## config.mk

```make
export PLATFORM = sky130hd
export DESIGN_NAME = image_descriptor_decoder_flat
export DESIGN_NICKNAME = d
export VERILOG_FILES = /design/src/rtl/idd_pkg.sv /design/src/rtl/idd_if.sv /design/src/rtl/idd_decode.sv /design/src/rtl/idd_calc.sv /design/src/rtl/idd_check.sv /design/src/rtl/image_descriptor_decoder.sv /design/src/flat_wrapper.sv
export SDC_FILE = /design/constraint.sdc
export NUM_CORES = 1
export LEC_CHECK = 0
export ABC_AREA = 1
export BUFFER_PORTS_ARGS = -buffer_cell sky130_fd_sc_hd__buf_4
export CORE_UTILIZATION = 50
export DETAILED_ROUTE_END_ITERATION = 8
export PLACE_DENSITY = 0.73
export SYNTH_ARGS = -nofsm -noshare
export SYNTH_HDL_FRONTEND = slang
export SYNTH_SLANG_ARGS = --single-unit
```

## constraint.sdc

```tcl
create_clock -name clk -period 35.7 [get_ports clk]
set_input_delay 5.355 -clock clk [delete_from_list [all_inputs] [get_ports clk]]
set_output_delay 5.355 -clock clk [all_outputs]
set_load 0.05 [all_outputs]
```

## src/rtl/idd_pkg.sv

```systemverilog
// ----------------------------------------------------------------------------
// Image descriptor decoder package
// Shared types, constants and the unified format table for the decoder.
// ----------------------------------------------------------------------------
package idd_pkg;

  // Tiling index codes.
  localparam logic [6:0] TILE_LINEAR   = 7'h08;
  localparam logic [6:0] TILE_STD_0    = 7'h50;
  localparam logic [6:0] TILE_STD_1    = 7'h51;
  localparam logic [6:0] TILE_STD_2    = 7'h52;
  localparam logic [6:0] TILE_SWZ_BASE = 7'h40;

  // Swizzle mode codes with a dedicated tiling index.
  localparam logic [4:0] SWZ_LINEAR = 5'd0;
  localparam logic [4:0] SWZ_STD_0  = 5'd1;
  localparam logic [4:0] SWZ_STD_1  = 5'd5;
  localparam logic [4:0] SWZ_STD_2  = 5'd9;

  // Image type codes.
  localparam logic [3:0] KIND_VOL_0 = 4'd10;
  localparam logic [3:0] KIND_VOL_1 = 4'd11;
  localparam logic [3:0] KIND_ARR_0 = 4'd12;
  localparam logic [3:0] KIND_ARR_1 = 4'd13;

  // Data format codes and limits.
  localparam logic [5:0]  DFMT_NONE        = 6'd0;
  localparam logic [5:0]  DFMT_64BIT       = 6'd12;
  localparam logic [5:0]  DFMT_BLOCK_FIRST = 6'd35;
  localparam logic [16:0] MAX_LAYERS       = 17'd16384;
  localparam logic [14:0] MAX_EXTENT       = 15'd16384;

  // Stage 1 to stage 2 payload.
  typedef struct packed {
    logic [39:0] units;
    logic [11:0] lod_min;
    logic [14:0] wd;
    logic [14:0] ht;
    logic [3:0]  first_mip;
    logic [3:0]  top_level;
    logic [3:0]  top_mip;
    logic [6:0]  tiling;
    logic [3:0]  kind;
    logic        is_array;
    logic        is_volume;
    logic [11:0] sels;
    logic [15:0] depth_m1;
    logic [15:0] first_layer;
    logic [5:0]  data_fmt;
    logic [3:0]  num_fmt;
  } dec_t;

  // Stage 2 to stage 3 payload.
  typedef struct packed {
    logic [39:0] units;
    logic [11:0] lod_min;
    logic [14:0] wd;
    logic [14:0] ht;
    logic [14:0] pitch;
    logic [16:0] layer_count;
    logic [16:0] layer_span;
    logic [15:0] first_layer;
    logic        array_ok;
    logic [3:0]  first_mip;
    logic [3:0]  top_level;
    logic [4:0]  level_count;
    logic [4:0]  view_levels;
    logic [3:0]  level_cap;
    logic [6:0]  tiling;
    logic [3:0]  kind;
    logic        is_array;
    logic [11:0] sels;
    logic [5:0]  data_fmt;
    logic [3:0]  num_fmt;
  } calc_t;

  // Result payload.
  typedef struct packed {
    logic [47:0] base_address;
    logic [14:0] width;
    logic [14:0] height;
    logic [14:0] pitch;
    logic [49:0] layer_fields;
    logic [25:0] mip_fields;
    logic [9:0]  format_pair;
    logic [6:0]  tiling_index;
    logic [11:0] channel_selects;
    logic [5:0]  type_flags;
    logic        valid_res;
  } res_t;

  // Unified format code to {data format, number format}; unknown codes give zero.
  function automatic logic [9:0] fmt_lookup(input logic [8:0] code);
    logic [9:0] r;
    begin
      unique case (code)
        9'd1:   r = {6'd1, 4'd0};
        9'd2:   r = {6'd1, 4'd1};
        9'd5:   r = {6'd1, 4'd4};
        9'd6:   r = {6'd1, 4'd5};
        9'd7:   r = {6'd2, 4'd0};
        9'd11:  r = {6'd2, 4'd4};
        9'd13:  r = {6'd2, 4'd7};
        9'd14:  r = {6'd3, 4'd0};
        9'd18:  r = {6'd3, 4'd4};
        9'd20:  r = {6'd4, 4'd4};
        9'd21:  r = {6'd4, 4'd5};
        9'd22:  r = {6'd4, 4'd7};
        9'd23:  r = {6'd5, 4'd0};
        9'd27:  r = {6'd5, 4'd4};
        9'd29:  r = {6'd5, 4'd7};
        9'd36:  r = {6'd6, 4'd7};
        9'd44:  r = {6'd9, 4'd0};
        9'd50:  r = {6'd8, 4'd0};
        9'd56:  r = {6'd10, 4'd0};
        9'd57:  r = {6'd10, 4'd1};
        9'd60:  r = {6'd10, 4'd4};
        9'd62:  r = {6'd11, 4'd4};
        9'd64:  r = {6'd11, 4'd7};
        9'd71:  r = {6'd12, 4'd7};
        9'd74:  r = {6'd13, 4'd7};
        9'd77:  r = {6'd14, 4'd7};
        9'd130: r = {6'd10, 4'd9};
        9'd169: r = {6'd35, 4'd0};
        9'd170: r = {6'd35, 4'd9};
        9'd171: r = {6'd36, 4'd0};
        9'd172: r = {6'd36, 4'd9};
        9'd173: r = {6'd37, 4'd0};
        9'd174: r = {6'd37, 4'd9};
        9'd175: r = {6'd38, 4'd0};
        9'd176: r = {6'd38, 4'd1};
        9'd177: r = {6'd39, 4'd0};
        9'd178: r = {6'd39, 4'd1};
        9'd181: r = {6'd41, 4'd0};
        9'd182: r = {6'd41, 4'd9};
        default: r = 10'd0;
      endcase
      return r;
    end
  endfunction

endpackage

```

## src/rtl/idd_if.sv

```systemverilog
// ----------------------------------------------------------------------------
// Image descriptor decoder channels
// Valid/ready channels for descriptor requests and decoded results.
// ----------------------------------------------------------------------------
interface idd_in_if;
  logic        valid;
  logic        ready;
  logic [31:0] word0;
  logic [31:0] word1;
  logic [31:0] word2;
  logic [31:0] word3;
  logic [31:0] word4;
  logic [31:0] word5;

  modport source (output valid, word0, word1, word2, word3, word4, word5, input ready);
  modport sink   (input valid, word0, word1, word2, word3, word4, word5, output ready);
endinterface

interface idd_out_if;
  logic        valid;
  logic        ready;
  logic [47:0] base_address;
  logic [14:0] width;
  logic [14:0] height;
  logic [14:0] pitch;
  logic [49:0] layer_fields;
  logic [25:0] mip_fields;
  logic [9:0]  format_pair;
  logic [6:0]  tiling_index;
  logic [11:0] channel_selects;
  logic [5:0]  type_flags;
  logic        valid_res;

  modport source (output valid, base_address, width, height, pitch, layer_fields,
                  mip_fields, format_pair, tiling_index, channel_selects,
                  type_flags, valid_res, input ready);
  modport sink   (input valid, base_address, width, height, pitch, layer_fields,
                  mip_fields, format_pair, tiling_index, channel_selects,
                  type_flags, valid_res, output ready);
endinterface

```

## src/rtl/idd_decode.sv

```systemverilog
// ----------------------------------------------------------------------------
// Image descriptor decoder, stage 1
// Field extraction, format table lookup and tiling index encode.
// ----------------------------------------------------------------------------
module idd_decode import idd_pkg::*; (
  input  logic        clk,
  input  logic        rst_n,
  input  logic        in_valid,
  output logic        in_ready,
  input  logic [31:0] w0,
  input  logic [31:0] w1,
  input  logic [31:0] w2,
  input  logic [31:0] w3,
  input  logic [31:0] w4,
  input  logic [31:0] w5,
  output logic        out_valid,
  input  logic        out_ready,
  output dec_t        out_data
);

  logic valid_r;
  dec_t data_r;
  dec_t data_nxt;
  logic [9:0] fmt;
  logic [4:0] swz;

  // The stage takes a request when it is empty or its content moves on.
  assign in_ready  = !valid_r || out_ready;
  assign out_valid = valid_r;
  assign out_data  = data_r;

  assign fmt = fmt_lookup(w1[28:20]);
  assign swz = w3[24:20];

  // Field extraction.
  always_comb begin
    data_nxt.units       = {w1[7:0], w0};
    data_nxt.lod_min     = w1[19:8];
    data_nxt.wd          = {1'b0, w2[11:0], w1[31:30]} + 15'd1;
    data_nxt.ht          = {1'b0, w2[27:14]} + 15'd1;
    data_nxt.first_mip   = w3[15:12];
    data_nxt.top_level   = w3[19:16];
    data_nxt.top_mip     = w5[7:4];
    data_nxt.kind        = w3[31:28];
    data_nxt.is_array    = (w3[31:28] == KIND_ARR_0) || (w3[31:28] == KIND_ARR_1);
    data_nxt.is_volume   = (w3[31:28] == KIND_VOL_0) || (w3[31:28] == KIND_VOL_1);
    data_nxt.sels        = w3[11:0];
    data_nxt.depth_m1    = w4[15:0];
    data_nxt.first_layer = w4[31:16];
    data_nxt.data_fmt    = fmt[9:4];
    data_nxt.num_fmt     = fmt[3:0];
    priority if (swz == SWZ_LINEAR) begin
      data_nxt.tiling = TILE_LINEAR;
    end else if (swz == SWZ_STD_0) begin
      data_nxt.tiling = TILE_STD_0;
    end else if (swz == SWZ_STD_1) begin
      data_nxt.tiling = TILE_STD_1;
    end else if (swz == SWZ_STD_2) begin
      data_nxt.tiling = TILE_STD_2;
    end else begin
      data_nxt.tiling = TILE_SWZ_BASE + {2'b00, swz};
    end
  end

  // Stage valid bit.
  always_ff @(posedge clk) begin
    if (!rst_n) begin
      valid_r <= 1'b0;
    end else if (in_ready) begin
      valid_r <= in_valid;
    end
  end

  // Stage payload.
  always_ff @(posedge clk) begin
    if (in_valid && in_ready) begin
      data_r <= data_nxt;
    end
  end

endmodule

```

## src/rtl/idd_calc.sv

```systemverilog
// ----------------------------------------------------------------------------
// Image descriptor decoder, stage 2
// Layer and mip counts, pitch alignment and the mip level limit.
// ----------------------------------------------------------------------------
module idd_calc import idd_pkg::*; (
  input  logic  clk,
  input  logic  rst_n,
  input  logic  in_valid,
  output logic  in_ready,
  input  dec_t  in_data,
  output logic  out_valid,
  input  logic  out_ready,
  output calc_t out_data
);

  logic  valid_r;
  calc_t data_r;
  calc_t data_nxt;
  logic [16:0] depth;
  logic        layer_in_range;
  logic [14:0] ext;
  logic [3:0]  cap;
  logic        align_pitch;

  assign in_ready  = !valid_r || out_ready;
  assign out_valid = valid_r;
  assign out_data  = data_r;

  assign depth          = {1'b0, in_data.depth_m1} + 17'd1;
  assign layer_in_range = in_data.first_layer <= in_data.depth_m1;
  assign ext            = (in_data.wd > in_data.ht) ? in_data.wd : in_data.ht;
  assign align_pitch    = (in_data.tiling == TILE_LINEAR) &&
                          (in_data.data_fmt != DFMT_NONE) &&
                          (in_data.data_fmt < DFMT_BLOCK_FIRST);

  // Level limit is the bit length of the larger extent.
  always_comb begin
    cap = 4'd1;
    for (int i = 1; i < 15; i++) begin
      if (ext[i]) begin
        cap = 4'(i + 1);
      end
    end
  end

  // Counts and pitch.
  always_comb begin
    data_nxt.units       = in_data.units;
    data_nxt.lod_min     = in_data.lod_min;
    data_nxt.wd          = in_data.wd;
    data_nxt.ht          = in_data.ht;
    data_nxt.first_layer = in_data.first_layer;
    data_nxt.first_mip   = in_data.first_mip;
    data_nxt.top_level   = in_data.top_level;
    data_nxt.tiling      = in_data.tiling;
    data_nxt.kind        = in_data.kind;
    data_nxt.is_array    = in_data.is_array;
    data_nxt.sels        = in_data.sels;
    data_nxt.data_fmt    = in_data.data_fmt;
    data_nxt.num_fmt     = in_data.num_fmt;
    data_nxt.level_cap   = cap;
    data_nxt.level_count = {1'b0, in_data.top_mip} + 5'd1;
    data_nxt.layer_count = (in_data.is_array || in_data.is_volume) ? depth : 17'd1;
    data_nxt.array_ok    = !in_data.is_array || layer_in_range;
    if (in_data.is_array && layer_in_range) begin
      data_nxt.layer_span = depth - {1'b0, in_data.first_layer};
    end else begin
      data_nxt.layer_span = 17'd1;
    end
    if (in_data.first_mip <= in_data.top_level) begin
      data_nxt.view_levels = {1'b0, in_data.top_level} + 5'd1 - {1'b0, in_data.first_mip};
    end else begin
      data_nxt.view_levels = 5'd1;
    end
    // Linear rows of non-block formats align to 32 texels (256 bytes) for 64-bit formats, else to 64 texels.
    if (!align_pitch) begin
      data_nxt.pitch = in_data.wd;
    end else if (in_data.data_fmt == DFMT_64BIT) begin
      data_nxt.pitch = (in_data.wd + 15'd31) & ~15'd31;
    end else begin
      data_nxt.pitch = (in_data.wd + 15'd63) & ~15'd63;
    end
  end

  always_ff @(posedge clk) begin
    if (!rst_n) begin
      valid_r <= 1'b0;
    end else if (in_ready) begin
      valid_r <= in_valid;
    end
  end

  always_ff @(posedge clk) begin
    if (in_valid && in_ready) begin
      data_r <= data_nxt;
    end
  end

endmodule

```

## src/rtl/idd_check.sv

```systemverilog
// ----------------------------------------------------------------------------
// Image descriptor decoder, stage 3
// Mip check, single-level forcing for standard tiling, validity and packing.
// ----------------------------------------------------------------------------
module idd_check import idd_pkg::*; (
  input  logic  clk,
  input  logic  rst_n,
  input  logic  in_valid,
  output logic  in_ready,
  input  calc_t in_data,
  output logic  out_valid,
  input  logic  out_ready,
  output res_t  out_data
);

  logic valid_r;
  res_t data_r;
  res_t data_nxt;
  logic mips_ok;
  logic force_one;
  logic ok;
  logic [11:0] lod_min;
  logic [3:0]  first_mip;
  logic [4:0]  levels;
  logic [4:0]  view_levels;

  assign in_ready  = !valid_r || out_ready;
  assign out_valid = valid_r;
  assign out_data  = data_r;

  // Mip range check uses the counts before standard-tiling forcing.
  assign mips_ok = (in_data.first_mip <= in_data.top_level) &&
                   (in_data.top_level < in_data.level_cap) &&
                   (({2'b00, in_data.first_mip} + {1'b0, in_data.view_levels}) <=
                    {1'b0, in_data.level_count});

  assign force_one = ((in_data.tiling == TILE_STD_0) || (in_data.tiling == TILE_STD_1) ||
                      (in_data.tiling == TILE_STD_2)) && (in_data.level_count > 5'd1);

  assign lod_min     = force_one ? 12'd0 : in_data.lod_min;
  assign first_mip   = force_one ? 4'd0 : in_data.first_mip;
  assign levels      = force_one ? 5'd1 : in_data.level_count;
  assign view_levels = force_one ? 5'd1 : in_data.view_levels;

  // The byte address is at least 64 KiB when any unit bit above bit 7 is set.
  assign ok = (in_data.units[39:8] != 32'd0) && (in_data.data_fmt != DFMT_NONE) &&
              (in_data.wd <= MAX_EXTENT) && (in_data.ht <= MAX_EXTENT) &&
              (in_data.layer_count <= MAX_LAYERS) && in_data.array_ok && mips_ok;

  // Result packing.
  always_comb begin
    data_nxt.base_address    = {in_data.units, 8'h00};
    data_nxt.width           = in_data.wd;
    data_nxt.height          = in_data.ht;
    data_nxt.pitch           = in_data.pitch;
    data_nxt.layer_fields    = {in_data.layer_count, in_data.layer_span,
                                in_data.first_layer};
    data_nxt.mip_fields      = {lod_min, first_mip, view_levels, levels};
    data_nxt.format_pair     = {in_data.data_fmt, in_data.num_fmt};
    data_nxt.tiling_index    = in_data.tiling;
    data_nxt.channel_selects = in_data.sels;
    data_nxt.type_flags      = {in_data.kind, in_data.is_array, force_one};
    data_nxt.valid_res       = ok;
  end

  always_ff @(posedge clk) begin
    if (!rst_n) begin
      valid_r <= 1'b0;
    end else if (in_ready) begin
      valid_r <= in_valid;
    end
  end

  always_ff @(posedge clk) begin
    if (in_valid && in_ready) begin
      data_r <= data_nxt;
    end
  end

endmodule

```

## src/rtl/image_descriptor_decoder.sv

```systemverilog
// ----------------------------------------------------------------------------
// Image descriptor decoder
// Decodes six-word image descriptors into addresses, extents, counts,
// format, tiling index and a validity flag.
//
// Usage: a request on in_if carries descriptor words 0 to 5; each request
// gives exactly one result on out_if, in request order. Both channels use
// valid/ready and move data at a clock edge where both are high.
// Path: an accepted request passes the decode, count and check stages, each
// ending in a register, before its result appears on out_if.
// Throughput: one request per cycle, sustained as long as out_if is ready.
// Stall: each stage holds its content while the next one is full and
// blocked; in_if.ready falls once all three stages are full and out_if is
// not ready, so no request is lost or repeated. A result stays on out_if
// until it is taken. Reset: synchronous, active low; all stages are emptied
// and out_if.valid is low. There is no other state.
// ----------------------------------------------------------------------------
module image_descriptor_decoder import idd_pkg::*; (
  input  logic       clk,
  input  logic       rst_n,
  idd_in_if.sink     in_if,
  idd_out_if.source  out_if
);

  logic  dec_valid;
  logic  dec_ready;
  dec_t  dec_data;
  logic  calc_valid;
  logic  calc_ready;
  calc_t calc_data;
  res_t  res;

  // Stage 1: field extraction and format lookup.
  idd_decode u_decode (
    .clk       (clk),
    .rst_n     (rst_n),
    .in_valid  (in_if.valid),
    .in_ready  (in_if.ready),
    .w0        (in_if.word0),
    .w1        (in_if.word1),
    .w2        (in_if.word2),
    .w3        (in_if.word3),
    .w4        (in_if.word4),
    .w5        (in_if.word5),
    .out_valid (dec_valid),
    .out_ready (dec_ready),
    .out_data  (dec_data)
  );

  // Stage 2: counts, pitch and level limit.
  idd_calc u_calc (
    .clk       (clk),
    .rst_n     (rst_n),
    .in_valid  (dec_valid),
    .in_ready  (dec_ready),
    .in_data   (dec_data),
    .out_valid (calc_valid),
    .out_ready (calc_ready),
    .out_data  (calc_data)
  );

  // Stage 3: checks and result register.
  idd_check u_check (
    .clk       (clk),
    .rst_n     (rst_n),
    .in_valid  (calc_valid),
    .in_ready  (calc_ready),
    .in_data   (calc_data),
    .out_valid (out_if.valid),
    .out_ready (out_if.ready),
    .out_data  (res)
  );

  // Result fields onto the output channel.
  assign out_if.base_address    = res.base_address;
  assign out_if.width           = res.width;
  assign out_if.height          = res.height;
  assign out_if.pitch           = res.pitch;
  assign out_if.layer_fields    = res.layer_fields;
  assign out_if.mip_fields      = res.mip_fields;
  assign out_if.format_pair     = res.format_pair;
  assign out_if.tiling_index    = res.tiling_index;
  assign out_if.channel_selects = res.channel_selects;
  assign out_if.type_flags      = res.type_flags;
  assign out_if.valid_res       = res.valid_res;

endmodule
```

## src/flat_wrapper.sv

```systemverilog
// flat-port wrapper written by rule: the top's interface ports become plain ports
module image_descriptor_decoder_flat import idd_pkg::*;
  (clk, rst_n, in_if_valid, in_if_word0, in_if_word1, in_if_word2, in_if_word3, in_if_word4, in_if_word5, in_if_ready, out_if_valid, out_if_base_address, out_if_width, out_if_height, out_if_pitch, out_if_layer_fields, out_if_mip_fields, out_if_format_pair, out_if_tiling_index, out_if_channel_selects, out_if_type_flags, out_if_valid_res, out_if_ready);
  idd_in_if in_if_i ();
  idd_out_if out_if_i ();
  input  logic clk;
  input  logic rst_n;
  input wire logic [$bits(in_if_i.valid)-1:0] in_if_valid;
  input wire logic [$bits(in_if_i.word0)-1:0] in_if_word0;
  input wire logic [$bits(in_if_i.word1)-1:0] in_if_word1;
  input wire logic [$bits(in_if_i.word2)-1:0] in_if_word2;
  input wire logic [$bits(in_if_i.word3)-1:0] in_if_word3;
  input wire logic [$bits(in_if_i.word4)-1:0] in_if_word4;
  input wire logic [$bits(in_if_i.word5)-1:0] in_if_word5;
  output wire logic [$bits(in_if_i.ready)-1:0] in_if_ready;
  output wire logic [$bits(out_if_i.valid)-1:0] out_if_valid;
  output wire logic [$bits(out_if_i.base_address)-1:0] out_if_base_address;
  output wire logic [$bits(out_if_i.width)-1:0] out_if_width;
  output wire logic [$bits(out_if_i.height)-1:0] out_if_height;
  output wire logic [$bits(out_if_i.pitch)-1:0] out_if_pitch;
  output wire logic [$bits(out_if_i.layer_fields)-1:0] out_if_layer_fields;
  output wire logic [$bits(out_if_i.mip_fields)-1:0] out_if_mip_fields;
  output wire logic [$bits(out_if_i.format_pair)-1:0] out_if_format_pair;
  output wire logic [$bits(out_if_i.tiling_index)-1:0] out_if_tiling_index;
  output wire logic [$bits(out_if_i.channel_selects)-1:0] out_if_channel_selects;
  output wire logic [$bits(out_if_i.type_flags)-1:0] out_if_type_flags;
  output wire logic [$bits(out_if_i.valid_res)-1:0] out_if_valid_res;
  input wire logic [$bits(out_if_i.ready)-1:0] out_if_ready;
  assign in_if_i.valid = in_if_valid;
  assign in_if_i.word0 = in_if_word0;
  assign in_if_i.word1 = in_if_word1;
  assign in_if_i.word2 = in_if_word2;
  assign in_if_i.word3 = in_if_word3;
  assign in_if_i.word4 = in_if_word4;
  assign in_if_i.word5 = in_if_word5;
  assign in_if_ready = in_if_i.ready;
  assign out_if_valid = out_if_i.valid;
  assign out_if_base_address = out_if_i.base_address;
  assign out_if_width = out_if_i.width;
  assign out_if_height = out_if_i.height;
  assign out_if_pitch = out_if_i.pitch;
  assign out_if_layer_fields = out_if_i.layer_fields;
  assign out_if_mip_fields = out_if_i.mip_fields;
  assign out_if_format_pair = out_if_i.format_pair;
  assign out_if_tiling_index = out_if_i.tiling_index;
  assign out_if_channel_selects = out_if_i.channel_selects;
  assign out_if_type_flags = out_if_i.type_flags;
  assign out_if_valid_res = out_if_i.valid_res;
  assign out_if_i.ready = out_if_ready;
  image_descriptor_decoder u_core (.clk(clk), .rst_n(rst_n), .in_if(in_if_i), .out_if(out_if_i));
endmodule
```

# Word level (Yosys, flattened, before mapping)

Cells that the tools add are included.

Register bits after elaboration: 565
Input bits: 196
Output and inout bits: 207
Logic and storage cells: 187

Add/subtract/negate cells: 11
Magnitude comparators: 11
Equal/unequal tests: 51
Muxes and demuxes: 20
Reductions and logical operators: 38

Operator list:

| cell                                                             | number |
|---|---|
| case mux 10 bit (39 select lines)                                | 1 |
| == test 9 x 8 -> 1 bit, second input constant                    | 13 |
| == test 9 x 5 -> 1 bit, second input constant                    | 7 |
| == test 9 x 6 -> 1 bit, second input constant                    | 7 |
| 2-to-1 mux 15 bit                                                | 3 |
| == test 9 x 7 -> 1 bit, second input constant                    | 4 |
| nonzero test 32 bit                                              | 1 |
| adder 14 x 1 -> 15 bit, second input constant                    | 2 |
| less-or-equal comparator 15 bit, second input constant           | 2 |
| == test 9 x 3 -> 1 bit, second input constant                    | 3 |
| == test 9 x 4 -> 1 bit, second input constant                    | 3 |
| == test 7 bit, second input constant                             | 3 |
| 2-to-1 mux 7 bit                                                 | 3 |
| adder 16 x 1 -> 17 bit, second input constant                    | 1 |
| less-or-equal comparator 17 x 15 -> 1 bit, second input constant | 1 |
| subtractor 17 x 16 -> 17 bit                                     | 1 |
| == test 4 bit, second input constant                             | 4 |
| less-or-equal comparator 16 bit                                  | 1 |
| adder 15 x 5 -> 15 bit, second input constant                    | 1 |
| adder 15 x 6 -> 15 bit, second input constant                    | 1 |
| > comparator 15 bit                                              | 1 |
| logical AND 1 bit                                                | 15 |
| 2-to-1 mux 3 bit                                                 | 5 |
| 2-to-1 mux 4 bit                                                 | 3 |
| other kinds (26)                                                 | 45 |

# Longest topological paths before layout

Depth in word-level cells: 15
Depth in mapped cells: 23
Gate-level depth less buffers: 23

# By module

A second synthesis with hierarchy kept.

Cell total of the unflattened synthesis: 1637
Area total of the unflattened synthesis: 22584.2 µm²

By module, submodules not included:

| module     | times used | cells each | area an instance (µm²) | seq. area each (µm²) |
|---|---|---|---|---|
| idd_calc   | 1          | 760        | 9268.9                 | 6145.9 |
| idd_check  | 1          | 432        | 7115.6                 | 5935.7 |
| idd_decode | 1          | 445        | 6199.7                 | 4794.6 |

# Least setup slack after synthesis

OpenSTA, ideal clock, no wires.

Path type: input to register
From: input out_if_ready
To: register u_core.u_check.data_r, in the netlist u_core.u_check.out_data[0] (enable)
Library setup time: 0.814 ns
Arrival: 14.704 ns
Data required time: 34.886 ns
Path slack: 20.182 ns
Stages: 2
Buffers on the path: 0
Cells stage by stage: inv_1 -> a21oi_1

Cells in the longest elaborated chain, start to end: 2

Ends and longest elaborated chain:

| item                 | RTL line           | text |
|---|---|---|
| from (decl)          | flat_wrapper.sv:28 | `input wire logic [$bits(out_if_i.ready)-1:0] out_if_ready;` |
| logical OR 1 bit     | idd_check.sv:27    | `assign in_ready = !valid_r \|\| out_ready;` |
| logical AND 1 bit    | idd_check.sv:75    | `if (in_valid && in_ready) begin` |
| to (signal assigned) | idd_check.sv:76    | `data_r <= data_nxt;` |
| to (decl)            | idd_check.sv:17    | `res_t data_r;` |

Every way passes these cells.
A chain may end at the register's enable or synchronous reset.

# Worst setup path in the final report

From: input out_if_ready
To: output in_if_ready

Cells in the longest elaborated chain, start to end: 3

Ends and longest elaborated chain:

| item             | RTL line           | text |
|---|---|---|
| logical OR 1 bit | idd_check.sv:27    |  |
| logical OR 1 bit | idd_calc.sv:25     | `assign in_ready = !valid_r \|\| out_ready;` |
| logical OR 1 bit | idd_decode.sv:28   | `assign in_ready = !valid_r \|\| out_ready;` |
| to (decl)        | flat_wrapper.sv:15 | `output wire logic [$bits(in_if_i.ready)-1:0] in_if_ready;` |

Every way passes these cells.

==> results.sh <==
export IMPL_cts_clk_slew_worst_paths_ns=0.06
export IMPL_yosysSeqAreaShare_pct=76.1
export IMPL_drc=0
export IMPL_core_region_area_um2=43300
export IMPL_async_flop_share_pct=0
export IMPL_power_per_cell_area_nw_per_um2=52.8
export IMPL_top_signal_layer_used="met4"
export IMPL_mostFrequentLayoutCells="556 x sky130_fd_sc_hd__edfxtp_1, 360 x sky130_fd_sc_hd__buf_4, 215 x sky130_fd_sc_hd__inv_1"
export IMPL_timing_final_crit_period_ns=11.41
export IMPL_cts_buffers=54
export IMPL_numPortBuffers=354
export IMPL_route_detailed_vias_per_inst=5.00
export IMPL_share_comb_of_total_power_pct=8.3
export IMPL_synth_cell_types=56
export IMPL_timing_hold_worst_start="u_core.u_calc.out_data[58]$_DFFE_PP_"
export IMPL_m1WireLength_mm=19.1
export IMPL_drive_above_1_share_pct=25.1
export IMPL_antenna_found_initial=1
export IMPL_die_h_um=212
export IMPL_layout_commonest_cell="sky130_fd_sc_hd__edfxtp_1"
export IMPL_number_of_enable_flip_flop_cells_after_synthesis=556
export IMPL_ctsLongestPathBuffers=3
export IMPL_h_tree_level_count=2
export IMPL_detail_placement_hpwl_mm=33.0
export IMPL_globalplace_congestion=0.923
export IMPL_total_power_mw=1.43
export IMPL_ctsHoldBuffers=0
export IMPL_end_kind="output pin"
export IMPL_detail_route_first_pass_iterations=5
export IMPL_grt_max_degree=132
export IMPL_power_leakage_nw=10.9
export IMPL_synthesis_area_um2=22000
export IMPL_final_setup_viol_count=0
export IMPL_detail_route_antenna_nets=0
export IMPL_seqPwrFrac_pct=53.8
export IMPL_peakVddDrop_mv=0.0430
export IMPL_rsz0062_at_grt="false"
export IMPL_avgSynthCellArea_um2=14.6
export IMPL_floorplan_die_area_um2=44900
export IMPL_synth_seq_cells=559
export IMPL_grt_pass1_vias=12500
export IMPL_met3WireLength_mm=3.40
export IMPL_drt_iter0_drc=764
export IMPL_synth_flop_cell="sky130_fd_sc_hd__edfxtp_1"
export IMPL_cp_startpoint="out_if_ready"
export IMPL_num_rows=76
export IMPL_p_int_mw=1.10
export IMPL_crit_reg2reg_launch="u_core.u_decode.out_data[26]$_DFFE_PP_"
export IMPL_setup_tns_final_ns=0
export IMPL_cp_arrival_ns=6.06
export IMPL_final_net_count=2192
export IMPL_crit_path_start_kind="input pin"
export IMPL_min_delay_path_class="reg2reg"
export IMPL_power_clock_fraction_pct=38.0
export IMPL_hold_viol=0
export IMPL_total_switching_power_mw=0.328
export IMPL_cts_tree="done"
export IMPL_outcome="finished clean"
export IMPL_layout_worst_path_cycle_share_pct=32.0
export IMPL_slew_limit_headroom_pct=24.1
export IMPL_vias=12700
export IMPL_cts_root_buffer="sky130_fd_sc_hd__clkbuf_16"
export IMPL_cts_post_setup_buffers_inserted=0
export IMPL_critical_setup_path_class="in2out"
export IMPL_first_pass_grt_wire_length_mm=68.2
export IMPL_timing_final_max_slew_violations=0
export IMPL_maxClockFrequency_mhz=87.6
export IMPL_grt_overflow_total=0
export IMPL_dieWidth_um=212
export IMPL_ios=403
export IMPL_netlist_instances=1505
export IMPL_avgRoutedWirePerCell_um=17.9
export IMPL_tightest_slew_ns=1.13
export IMPL_post_cts_resize_count=0
export IMPL_final_setup_skew_ns=0.0187
export IMPL_synthesis_warnings=0
export IMPL_cts_num_sinks=559
export IMPL_initial_core_util_pct=50.9
export IMPL_area_growth_syn_to_layout_pct=23.0
export IMPL_worstPathRequired_ns=30.34
export IMPL_power_share_switching_pct=22.9
export IMPL_clk_insertion_delay_late_ns=0.61
export IMPL_route_final_wire_length_mm=45.4
export IMPL_max_cap_viol_count=0
export IMPL_wl_met2_mm=21.4
export IMPL_crit_path_max_fanout=3
export IMPL_global_route_usage_total_pct=20.2
## worst paths after layout
path	endpoint	slack, ns	cells after the start
setup / recovery	in_if_ready	24.29	6
hold / removal	u_core.u_check.out_data[63]$_DFFE_PP_	0.41	0
setup reg to reg	u_core.u_calc.out_data[88]$_SDFFCE_PN0P_	32.32	22
hold reg to reg	u_core.u_check.out_data[63]$_DFFE_PP_	0.41	0
## sequential cells by signal, indices dropped and copies added, names as in the netlist
signal                     cells
u_core.u_calc.out_data       202
u_core.u_calc.out_valid        1
u_core.u_check.out_data      195
u_core.u_check.out_valid       1
u_core.u_decode.out_data     159
u_core.u_decode.out_valid      1
## synthesized netlist by cell type (10+ instances only)
cell,count,area (um2)
sky130_fd_sc_hd__nand4_1,22,138
sky130_fd_sc_hd__o21ai_0,21,105
sky130_fd_sc_hd__xor2_1,40,350
sky130_fd_sc_hd__inv_1,217,815
sky130_fd_sc_hd__nand2_1,159,597
sky130_fd_sc_hd__buf_4,10,75.1
sky130_fd_sc_hd__nand3_1,45,225
sky130_fd_sc_hd__nor3_1,33,165
sky130_fd_sc_hd__ha_1,78,976
sky130_fd_sc_hd__a21oi_1,54,270
sky130_fd_sc_hd__nor2_1,131,492
sky130_fd_sc_hd__edfxtp_1,556,16700
sky130_fd_sc_hd__nor4_1,21,131
## per-layer routing
layer / vias to the layer above / track usage, %
li1: 6144 / -
met4: 0 / 7.65
met5: - / 0
met2: 396 / 32.4
met3: 86 / 5.83
met1: 6075 / 26.1
## final cells by class
class	instances	area, um2
Clock buffer	63	1390
Tap cell	585	732
Inverter	222	846
Sequential cell	559	16800
Multi-Input combinational cell	718	4370
Timing Repair Buffer	360	2700
Fill cell	3247	16200
Antenna cell	1	2.50
Clock inverter	32	305
## per-stage QoR
stage	utilization, %	setup slack, ns	instances	hold slack (ns)	instance area, um2
after global routing	62.6	24.24	2540	0.420	27100
after detailed placement	58.7	24.28	2444	0.405	25400
after floorplan	-	20.18	1514	0.400	22100
after global placement	58.7	24.29	2444	0.401	25400
after CTS	62.6	24.28	2539	0.417	27100
final	62.6	24.29	2540	0.409	27100
## power groups by stage
stage,combinational [mW],sequential (mW),clock (mW)
6_report,0.118,0.769,0.543
4_1_cts,0.119,0.769,0.558
2_1_floorplan,0.0573,0.804,0
5_1_grt,0.130,0.771,0.578
3_5_place_dp,0.119,0.783,0
3_3_place_gp,0.116,0.781,0
## logic make-up (layout without fill, tap and decap cells)
family          Yosys count  in the layout  share of synthesized area, %
compound gates          116            116                          3.11
flops                   559            559                          76.1
simple gates            463            463                          9.86
xor+xnor                 48             48                          1.91
buf+inv                 237            677                          4.33
fa+ha+maj                81             81                          4.70
other cells               1             11                        0.0170
## worst max-delay path, cell delays in order
cell and delay (ns):
sky130_fd_sc_hd__buf_4 0.11, sky130_fd_sc_hd__inv_1 0.10, sky130_fd_sc_hd__nand2_1 0.08, sky130_fd_sc_hd__nor2_1 0.12
sky130_fd_sc_hd__nand2_1 0.10, sky130_fd_sc_hd__buf_4 0.20
(Power assumes the default switching activity.)
